<file path="config.mk">
export PLATFORM = sky130hd
export DESIGN_NAME = gamma_run_delta_expander
export DESIGN_NICKNAME = d
export VERILOG_FILES = /design/src/rtl/core/gre_pkg.sv /design/src/rtl/core/gre_ctrl.sv /design/src/rtl/core/gre_datapath.sv /design/src/rtl/core/gamma_run_delta_expander.sv
export SDC_FILE = /design/constraint.sdc
export NUM_CORES = 1
export LEC_CHECK = 0
export BUFFER_PORTS_ARGS = -buffer_cell sky130_fd_sc_hd__buf_2
export CORE_ASPECT_RATIO = 2
export CORE_MARGIN = 4
export CORE_UTILIZATION = 40
export DETAILED_ROUTE_END_ITERATION = 16
export PLACE_DENSITY_LB_ADDON = 0.15
export RECOVER_POWER = 50
export SETUP_SLACK_MARGIN = 0.5
export SLEW_MARGIN = 40
export SYNTH_ARGS = -nofsm -noshare
export SYNTH_HDL_FRONTEND = slang
export SYNTH_SLANG_ARGS = --single-unit
export TNS_END_PERCENT = 50
</file>
<file path="constraint.sdc">
create_clock -name clk -period 3.4 [get_ports clk]
set_input_delay 0.51 -clock clk [delete_from_list [all_inputs] [get_ports clk]]
set_output_delay 0.51 -clock clk [all_outputs]
set_load 0.03 [all_outputs]
</file>
<file path="src/rtl/core/gre_pkg.sv">
// Package for the gamma run delta expander.
// Holds the controller state type, the command and status structs and fixed constants.
// No dependencies.
package gre_pkg;

    // Side store geometry, fixed by the six-bit slot field.
    localparam int STORE_DEPTH = 64;
    localparam int SLOT_W      = 6;

    // No more than this many results leave for one run code.
    localparam int MAX_RESULTS = 40;
    localparam int RES_W       = 6;

    // Run code layout.
    localparam int STEP_W = 3;
    localparam int LEN_W  = 5;

    // Input mode codes.
    localparam logic MODE_SIDE_WRITE = 1'b0;
    localparam logic MODE_RUN_CODE   = 1'b1;

    typedef enum logic [1:0] {
        ST_IDLE,
        ST_FETCH,
        ST_SIDE,
        ST_VALUE
    } gre_state_t;

    // Commands from the controller to the datapath.
    typedef struct packed {
        logic latch_run;   // take a new run code
        logic side_write;  // write a side byte into the store
        logic load_side;   // present the fetched side byte
        logic advance;     // perform one step of the run
    } gre_cmd_t;

    // Status from the datapath to the controller.
    typedef struct packed {
        logic out_free;    // output register can take a result
        logic truncated;   // result limit reached for this run code
        logic grp_zero;    // next curve value opens a group
        logic grp_wrap;    // the step under way closes a group
        logic run_end;     // the step under way is the final one
    } gre_status_t;

endpackage

</file>
<file path="src/rtl/core/gre_ctrl.sv">
// Controller state machine of the gamma run delta expander.
// Depends on gre_pkg for the state type and the command and status structs.
module gre_ctrl
(
    input  logic                 clk,
    input  logic                 rst_n,
    input  logic                 in_valid,
    input  logic                 in_mode,
    output logic                 in_ready,
    input  gre_pkg::gre_status_t status,
    output gre_pkg::gre_cmd_t    cmd
);
    import gre_pkg::*;

    gre_state_t state_reg;
    gre_state_t state_next;

    // State register.
    always_ff @(posedge clk or negedge rst_n)
    begin
        if (!rst_n)
        begin
            state_reg <= ST_IDLE;
        end
        else
        begin
            state_reg <= state_next;
        end
    end

    // Next state.
    always_comb
    begin
        state_next = state_reg;
        case (state_reg)
            ST_IDLE:
            begin
                if (in_valid && (in_mode == MODE_RUN_CODE))
                begin
                    state_next = ST_FETCH;
                end
            end
            ST_FETCH:
            begin
                state_next = status.grp_zero ? ST_SIDE : ST_VALUE;
            end
            ST_SIDE:
            begin
                if (status.out_free || status.truncated)
                begin
                    state_next = ST_VALUE;
                end
            end
            ST_VALUE:
            begin
                if (status.out_free || status.truncated)
                begin
                    if (status.run_end)
                    begin
                        state_next = ST_IDLE;
                    end
                    else if (status.grp_wrap)
                    begin
                        state_next = ST_FETCH;
                    end
                end
            end
            default:
            begin
                state_next = ST_IDLE;
            end
        endcase
    end

    // Outputs.
    always_comb
    begin
        in_ready = 1'b0;
        cmd      = '0;
        case (state_reg)
            ST_IDLE:
            begin
                in_ready       = 1'b1;
                cmd.latch_run  = in_valid && (in_mode == MODE_RUN_CODE);
                cmd.side_write = in_valid && (in_mode == MODE_SIDE_WRITE);
            end
            ST_FETCH:
            begin
                cmd = '0;
            end
            ST_SIDE:
            begin
                cmd.load_side = status.out_free || status.truncated;
            end
            ST_VALUE:
            begin
                cmd.advance = status.out_free || status.truncated;
            end
            default:
            begin
                cmd = '0;
            end
        endcase
    end

endmodule

</file>
<file path="src/rtl/core/gre_datapath.sv">
// Datapath of the gamma run delta expander: side store, accumulator, counters
// and the output register. Depends on gre_pkg for constants and structs.
module gre_datapath
#(
    parameter int TABLE_ENTRIES = 256,
    parameter int GROUP_SIZE    = 4
)
(
    input  logic                 clk,
    input  logic                 rst_n,
    input  gre_pkg::gre_cmd_t    cmd,
    output gre_pkg::gre_status_t status,
    input  logic [5:0]           in_side_index,
    input  logic [7:0]           in_value,
    output logic                 out_valid,
    input  logic                 out_ready,
    output logic [7:0]           out_byte,
    output logic                 out_is_side,
    output logic                 out_last,
    output logic                 out_table_done
);
    import gre_pkg::*;

    localparam int CNT_W = $clog2(TABLE_ENTRIES);
    localparam int GRP_W = (GROUP_SIZE > 1) ? $clog2(GROUP_SIZE) : 1;

    logic [7:0]        side_mem [STORE_DEPTH];
    logic [7:0]        rd_reg;
    logic [STEP_W-1:0] step_reg;
    logic [LEN_W-1:0]  len_reg;
    logic [RES_W-1:0]  res_cnt_reg;
    logic [7:0]        acc_reg;
    logic [CNT_W-1:0]  count_reg;
    logic [GRP_W-1:0]  grp_reg;
    logic [SLOT_W-1:0] slot_reg;
    logic              out_valid_reg;
    logic [7:0]        out_byte_reg;
    logic              out_is_side_reg;
    logic              out_last_reg;
    logic              out_done_reg;

    logic [7:0]        acc_sum;
    logic              table_end;
    logic              limit_last;
    logic              out_load;

    // Step arithmetic and end conditions.
    assign acc_sum    = acc_reg + {{(8 - STEP_W){1'b0}}, step_reg};
    assign table_end  = (count_reg == CNT_W'(TABLE_ENTRIES - 1));
    assign limit_last = (res_cnt_reg == RES_W'(MAX_RESULTS - 1));

    assign status.out_free  = !out_valid_reg || out_ready;
    assign status.truncated = (res_cnt_reg == RES_W'(MAX_RESULTS));
    assign status.grp_zero  = (grp_reg == '0);
    assign status.grp_wrap  = (grp_reg == GRP_W'(GROUP_SIZE - 1));
    assign status.run_end   = (len_reg == '0) || table_end;

    assign out_load = (cmd.load_side || cmd.advance) && !status.truncated;

    // Side store with registered read at the current slot.
    always_ff @(posedge clk)
    begin
        if (cmd.side_write)
        begin
            side_mem[in_side_index] <= in_value;
        end
        rd_reg <= side_mem[slot_reg];
    end

    // Run code registers; the run length is held as steps left minus one.
    always_ff @(posedge clk)
    begin
        if (cmd.latch_run)
        begin
            step_reg <= in_value[7:LEN_W];
            len_reg  <= in_value[LEN_W-1:0];
        end
        else if (cmd.advance)
        begin
            len_reg <= len_reg - 1'b1;
        end
    end

    // Results counted per run code, up to the limit.
    always_ff @(posedge clk or negedge rst_n)
    begin
        if (!rst_n)
        begin
            res_cnt_reg <= '0;
        end
        else if (cmd.latch_run)
        begin
            res_cnt_reg <= '0;
        end
        else if (out_load)
        begin
            res_cnt_reg <= res_cnt_reg + 1'b1;
        end
    end

    // Curve state: accumulator, value count, position in group and side slot.
    always_ff @(posedge clk or negedge rst_n)
    begin
        if (!rst_n)
        begin
            acc_reg   <= '0;
            count_reg <= '0;
            grp_reg   <= '0;
            slot_reg  <= '0;
        end
        else if (cmd.advance)
        begin
            if (table_end)
            begin
                acc_reg   <= '0;
                count_reg <= '0;
                grp_reg   <= '0;
                slot_reg  <= '0;
            end
            else
            begin
                acc_reg   <= acc_sum;
                count_reg <= count_reg + 1'b1;
                if (status.grp_wrap)
                begin
                    grp_reg  <= '0;
                    slot_reg <= slot_reg + 1'b1;
                end
                else
                begin
                    grp_reg <= grp_reg + 1'b1;
                end
            end
        end
    end

    // Output register valid flag.
    always_ff @(posedge clk or negedge rst_n)
    begin
        if (!rst_n)
        begin
            out_valid_reg <= 1'b0;
        end
        else if (out_load)
        begin
            out_valid_reg <= 1'b1;
        end
        else if (out_ready)
        begin
            out_valid_reg <= 1'b0;
        end
    end

    // Output register payload: a side byte or the new curve value.
    always_ff @(posedge clk)
    begin
        if (out_load)
        begin
            if (cmd.load_side)
            begin
                out_byte_reg    <= rd_reg;
                out_is_side_reg <= 1'b1;
                out_last_reg    <= limit_last;
                out_done_reg    <= 1'b0;
            end
            else
            begin
                out_byte_reg    <= acc_sum;
                out_is_side_reg <= 1'b0;
                out_last_reg    <= status.run_end || limit_last;
                out_done_reg    <= table_end;
            end
        end
    end

    assign out_valid      = out_valid_reg;
    assign out_byte       = out_byte_reg;
    assign out_is_side    = out_is_side_reg;
    assign out_last       = out_last_reg;
    assign out_table_done = out_done_reg;

endmodule

</file>
<file path="src/rtl/core/gamma_run_delta_expander.sv">
// Gamma run delta expander: side bytes load a 64-entry store, run codes expand
// into gamma table bytes. A side byte write gives no item. A run code of L steps
// sends up to L curve values; at each group start it first reads the side store through
// its registered port and then sends the side byte. The single output register sends
// one item per cycle while the output does not stall.
// A new item is taken only when the previous run code has finished.
// Depends on gre_pkg, gre_ctrl and gre_datapath.
module gamma_run_delta_expander
#(
    parameter int TABLE_ENTRIES = 256,
    parameter int GROUP_SIZE    = 4
)
(
    input  logic        clk,
    input  logic        rst_n,
    input  logic        s_tvalid,
    output logic        s_tready,
    input  logic [15:0] s_tdata,   // [5:0] side_index, [13:6] value, [15:14] zero
    input  logic        s_tuser,   // [0] mode
    output logic        m_tvalid,
    input  logic        m_tready,
    output logic [7:0]  m_tdata,   // [7:0] out_byte
    output logic [1:0]  m_tuser,   // [0] is_side, [1] table_done
    output logic        m_tlast
);
    import gre_pkg::*;

    gre_cmd_t    cmd;
    gre_status_t status;

    // Sequencing of the steps of each run code.
    gre_ctrl u_ctrl
    (
        .clk      (clk),
        .rst_n    (rst_n),
        .in_valid (s_tvalid),
        .in_mode  (s_tuser),
        .in_ready (s_tready),
        .status   (status),
        .cmd      (cmd)
    );

    // Store, curve arithmetic and output register.
    gre_datapath
    #(
        .TABLE_ENTRIES (TABLE_ENTRIES),
        .GROUP_SIZE    (GROUP_SIZE)
    )
    u_datapath
    (
        .clk            (clk),
        .rst_n          (rst_n),
        .cmd            (cmd),
        .status         (status),
        .in_side_index  (s_tdata[5:0]),
        .in_value       (s_tdata[13:6]),
        .out_valid      (m_tvalid),
        .out_ready      (m_tready),
        .out_byte       (m_tdata),
        .out_is_side    (m_tuser[0]),
        .out_last       (m_tlast),
        .out_table_done (m_tuser[1])
    );

endmodule

</file>
-- Yosys cells after proc, flatten, opt, wreduce, memory -nomap -nowiden
Memory sizes are Yosys's and may differ from the RTL's. A register that Yosys moved wholly into a read port is not among the register bits.
Cells that the tools add are included.
- register bits: 52
- memory bits (writable): 512
- input port bits: 21
- output and inout bits: 13
- word-level logic and storage cells: 79
- memories kept: 1
- add/sub/neg operators: 6
- equality and inequality tests: 11
- muxes and demuxes: 28
- bitwise gates (word level): 1
- reductions and logical operators: 19
- memory list (name ; depth ; bits a word ; rd ports ; clocked after Yosys merged registers in ; write ports ; line ; RTL):
    u_datapath.side_mem ; 64 ; 8 ; 1 ; 1 ; 1 ; gre_datapath.sv:27 ; logic [7:0] side_mem [STORE_DEPTH];
- operator list (cell ; number):
    $mux W6 ; 4
    $mux W8 ; 3
    $mux W2 ; 8
    $add A6 B1 Y6 const B ; 2
    $eq A6 B6 Y1 const B ; 2
    $mux W1 ; 10
    $mux W5 ; 2
    $add A8 B1 Y8 const B ; 1
    $add A8 B3 Y8 ; 1
    $eq A8 B8 Y1 const B ; 1
    $pmux W2 S4 ; 1
    $reduce_bool A2 Y1 ; 4
    $eq A2 B2 Y1 const B ; 3
    $ne A2 B1 Y1 const B ; 3
    $logic_not A5 Y1 ; 1
    $logic_or A1 B1 Y1 ; 5
    $sub A5 B1 Y5 const B ; 1
    $logic_not A2 Y1 ; 2
    $reduce_and A4 Y1 ; 1
    $logic_and A1 B1 Y1 ; 3
    $ne A3 B2 Y1 const B ; 1
    $add A2 B1 Y2 const B ; 1
    $eq A2 B1 Y1 const B ; 1
    $logic_not A1 Y1 ; 2
    2 further kinds ; 2

-- Longest topological paths before layout
- word-level depth: 8
- mapped depth: 9

-- By module
A second synthesis with hierarchy kept.
- cell total of the unflattened synthesis: 1258
- area, all modules: 22879.4 µm²
- by module, submodules not included (module ; times used ; cells each ; area each (µm²) ; seq. area each (µm²)):
    gre_datapath ; 1 ; 1235 ; 22676.7 ; 16881.2
    gre_ctrl ; 1 ; 23 ; 202.7 ; 50.0

-- Least setup slack after synthesis
Ideal clock, no wire load.
- path kind: reg-to-reg
- from: register u_ctrl.state_reg[0]
- to: memory u_datapath.side_mem[63][0] (enable)
- setup time: 370 ps
- data arrival time: 2011 ps
- setup slack: 1018 ps
- stages on the path, launching flop included: 7
- buffers on the path: 0
- period minus slack after synthesis: 2382 ps
- cell sequence: dfrtp_1 -> inv_1 -> ha_1 -> nand2_1 -> nor3b_1 -> nand3_1 -> nor2_1
- word-level cells in the longest chain between the ends: 4
- ends and longest elaborated chain (element ; line ; RTL):
    from (decl) ; gre_ctrl.sv:15 ; gre_state_t state_reg;
    from (signal assigned) ; gre_ctrl.sv:27 ; state_reg <= state_next;
    $logic_not A2 Y1 ; gre_ctrl.sv:80 ; case (state_reg)
    $mux W2 ; gre_ctrl.sv:80 ;
    $mux W1 ; gre_datapath.sv:63 ; if (cmd.side_write)
    $mux W1 (not written as such) ; gre_datapath.sv:65 ; side_mem[in_side_index] <= in_value;
    to (decl) ; gre_datapath.sv:27 ;
No other way between the ends.

-- Worst setup path after layout
- from: input port s_tdata[13]
- to: memory u_datapath.side_mem[14][7], data pin
- RTL lines (element ; line ; RTL):
    from (decl) ; gamma_run_delta_expander.sv:18 ; input logic [15:0] s_tdata,
Straight into the memory's write port.

==> results.yml <==
status:
  status: "complete, but fails checks"
  failed_checks: "max-capacitance violations, max-slew violations"
detailed_routing:
  vias: 12200
  drt_first_iter_violations: 713
  routed_wl_mm: 60.2
  ant_nets: 0
  firstDrtPassIters: 5
  routed_via_density: 5.46
  remaining_drc_errors: 0
  wl_per_cell_um: 27.1
yosys:
  syn_avg_cell_area_um2: 17.8
  yosys_warnings: 0
  synth_edf_count: 531
  synth_cells: 1293
  synth_ff_type: "edfxtp_1"
  synthArstFlopShare: 0.0577
  synth_seq_cells: 572
  syn-num-nets: 1330
  ys_seq_area_frac: 0.735
  ys_types: 63
  syn-cell-area_mm2: 0.0230
final_layout:
  antenna_cells: 0
  fin_nets: 1468
  layout-drive-gt1-share: 0.196
  finish.utilization: 0.460
  largest_register: "u_datapath.side_mem"
  stdcell_count: 2227
  largest_reg_flops: 512
  area_delta_synth_final_pct: 14.0
cts:
  clockBufferDepth: 3
  clockRootBuffer: "clkbuf_16"
  path_clk_slew_ps: 60
  post_cts_resized: 0
  cts_buffers: 50
  postCtsHoldBufs: 1
  post_cts_buffers: 0
  cts_tree: "built"
  clk_latency_ps: 590
  cts_sinks: 572
  htree_levels: 2
worst_setup_path:
  slowest_stage: "clkbuf_1"
  crit_required_ps: 3590
  endpoint_kind: "flop"
  cpMostUsedCell: "clkbuf_1"
  path_buf_inv: 2
  path_cells: "clkbuf_1, clkbuf_1"
  reg2reg_slack_ps: 620
  start_kind: "input port"
  max_stage_delay_ps: 1330
  worstSetupPathType: "in2reg"
  crit_fanout: 35
  crit_arrival_ps: 3000
  cp_top_family: "buffers and inverters"
floorplanning:
  core-area_mm2: 0.0571
  num_rows: 124
  fp.dieW_um: 178
  die-area_mm2: 0.0617
  initial_core_util: 0.404
  die_h_um: 347
  ios: 34
timing:
  finalClockSkew_ps: 24.7
  period_share: 0.826
  fin_ws_ps: 592
  setup_viol_count_final: 0
  max-slew-margin-rel: -0.637
  slew_violations: 295
  fmax_mhz: 356
  worst_pin_slew_ps: 2450
  setup_tns_ps: 0
  finalHoldViolations: 0
  rsz0062_at_grt: "false"
  period_needed_ps: 2810
power_and_ir_drop:
  leakage_nw: 8.65
  ir_worst_vdd_uv: 440
  powerDensity_mw_per_mm2: 703
grt:
  antenna_found_initial: 0
  grt_pass1_vias: 13000
  groute.usage.overall: 0.195
  grt_pass1_wl_mm: 87.2
  grt_max_degree: 45
  overflow: 0
placed_design:
  dp_slack_ps: 670
  dp_cells: 2134
  finalWeightedCongestion: 0.820
  dpl.hpwl_mm: 40.7
  io_buffer_count: 31
run:
  max_cap_violations: 9
worst_hold_path:
  holdCritPathClass: "in2reg"
==> synth_stat cells (17+ instances only) <==
library cell	number	area (µm²)
a21oi_1	22	110
a221oi_1	31	272
clkbuf_1	40	150
dfrtp_1	33	826
edfxtp_1	531	15900
mux2i_1	122	1220
mux4_2	62	1400
nand2_1	46	173
nor2_1	89	334
o21ai_0	51	255
o221ai_1	17	149
==> stage by stage <==
stage,total power (W),hold slack [ps],area (µm²)
after floorplan,0.0116,214,23000
after global placement,0.0129,468,24700
after detailed placement,0.0129,492,24700
after CTS,0.0187,253,26300
after global routing,0.0192,293,26300
final,0.0185,287,26300
==> report_power, final <==
part           leakage, nW  internal [W]  switching, W
registers             5.27       0.00806      0.000300
logic                 2.58       0.00181       0.00251
clock network        0.797       0.00323       0.00255
==> layer usage <==
metal / global-route usage / vias up / routed length [µm]
met2: 0.377 / 260 / 34300
li1: - / 5461 / -
met1: 0.208 / 6331 / 21100
met4: 0.0879 / 0 / 3000
met3: 0.0203 / 114 / 1810
met5: 0 / - / 0
==> logic make-up (layout without fill, tap and decap cells) <==
logic type | count (synthesis) | after routing | synth area share
xor gates and xnor gates | 17 | 17 | 0.00646
AOI/OAI and AO/OA | 205 | 205 | 0.0636
muxes | 192 | 192 | 0.121
adders and majority gates | 16 | 16 | 0.00901
and+or+nand+nor | 197 | 197 | 0.0391
buffers and inverters | 94 | 272 | 0.0262
DFF | 572 | 572 | 0.735
==> path summary, 6_finish.rpt <==
kind                                                          start                                   end  cells past startpoint
min in group asynchronous                                     rst_n    u_datapath.slot_reg[1]$_DFFE_PN0P_                      2
worst max register to register   u_datapath.slot_reg[0]$_DFFE_PN0P_          u_datapath.rd_reg[0]$_DFF_P_                      6
worst max-delay path                                    s_tdata[13]  u_datapath.side_mem[14][7]$_DFFE_PP_                      2
worst min-delay path                                       m_tready      u_datapath.out_valid$_DFFE_PN0P_                      3
worst min register to register  u_datapath.count_reg[4]$_DFFE_PN0P_   u_datapath.count_reg[4]$_DFFE_PN0P_                      1
max in group asynchronous                                     rst_n    u_datapath.slot_reg[0]$_DFFE_PN0P_                      2
==> layout by cell type, fill, tap and decap left out, types with 14 or more instances in the layout <==
| cell | instances |
|---|---|
| edfxtp_1 | 531 |
| mux2i_1 | 122 |
| buf_4 | 117 |
| nor2_1 | 89 |
| mux4_2 | 62 |
| o21ai_0 | 51 |
| clkbuf_16 | 51 |
| nand2_1 | 46 |
| clkbuf_1 | 38 |
| a221oi_1 | 31 |
| dfrtp_1 | 30 |
| a21oi_1 | 22 |
| o221ai_1 | 17 |
| inv_1 | 15 |
| a211oi_1 | 15 |
| ha_1 | 15 |
| nand3_1 | 14 |
| o22ai_1 | 14 |
==> final cells by class <==
class | instances | area (µm²)
fillers | 5037 | 30800
flip-flops and latches | 572 | 16900
multi-input cells | 627 | 5510
clock buffers | 61 | 1320
repair buffers | 165 | 1190
well taps | 756 | 946
clock inverters | 31 | 308
inverters | 15 | 56.3
Note: power is estimated with default switching activity, not from simulation.
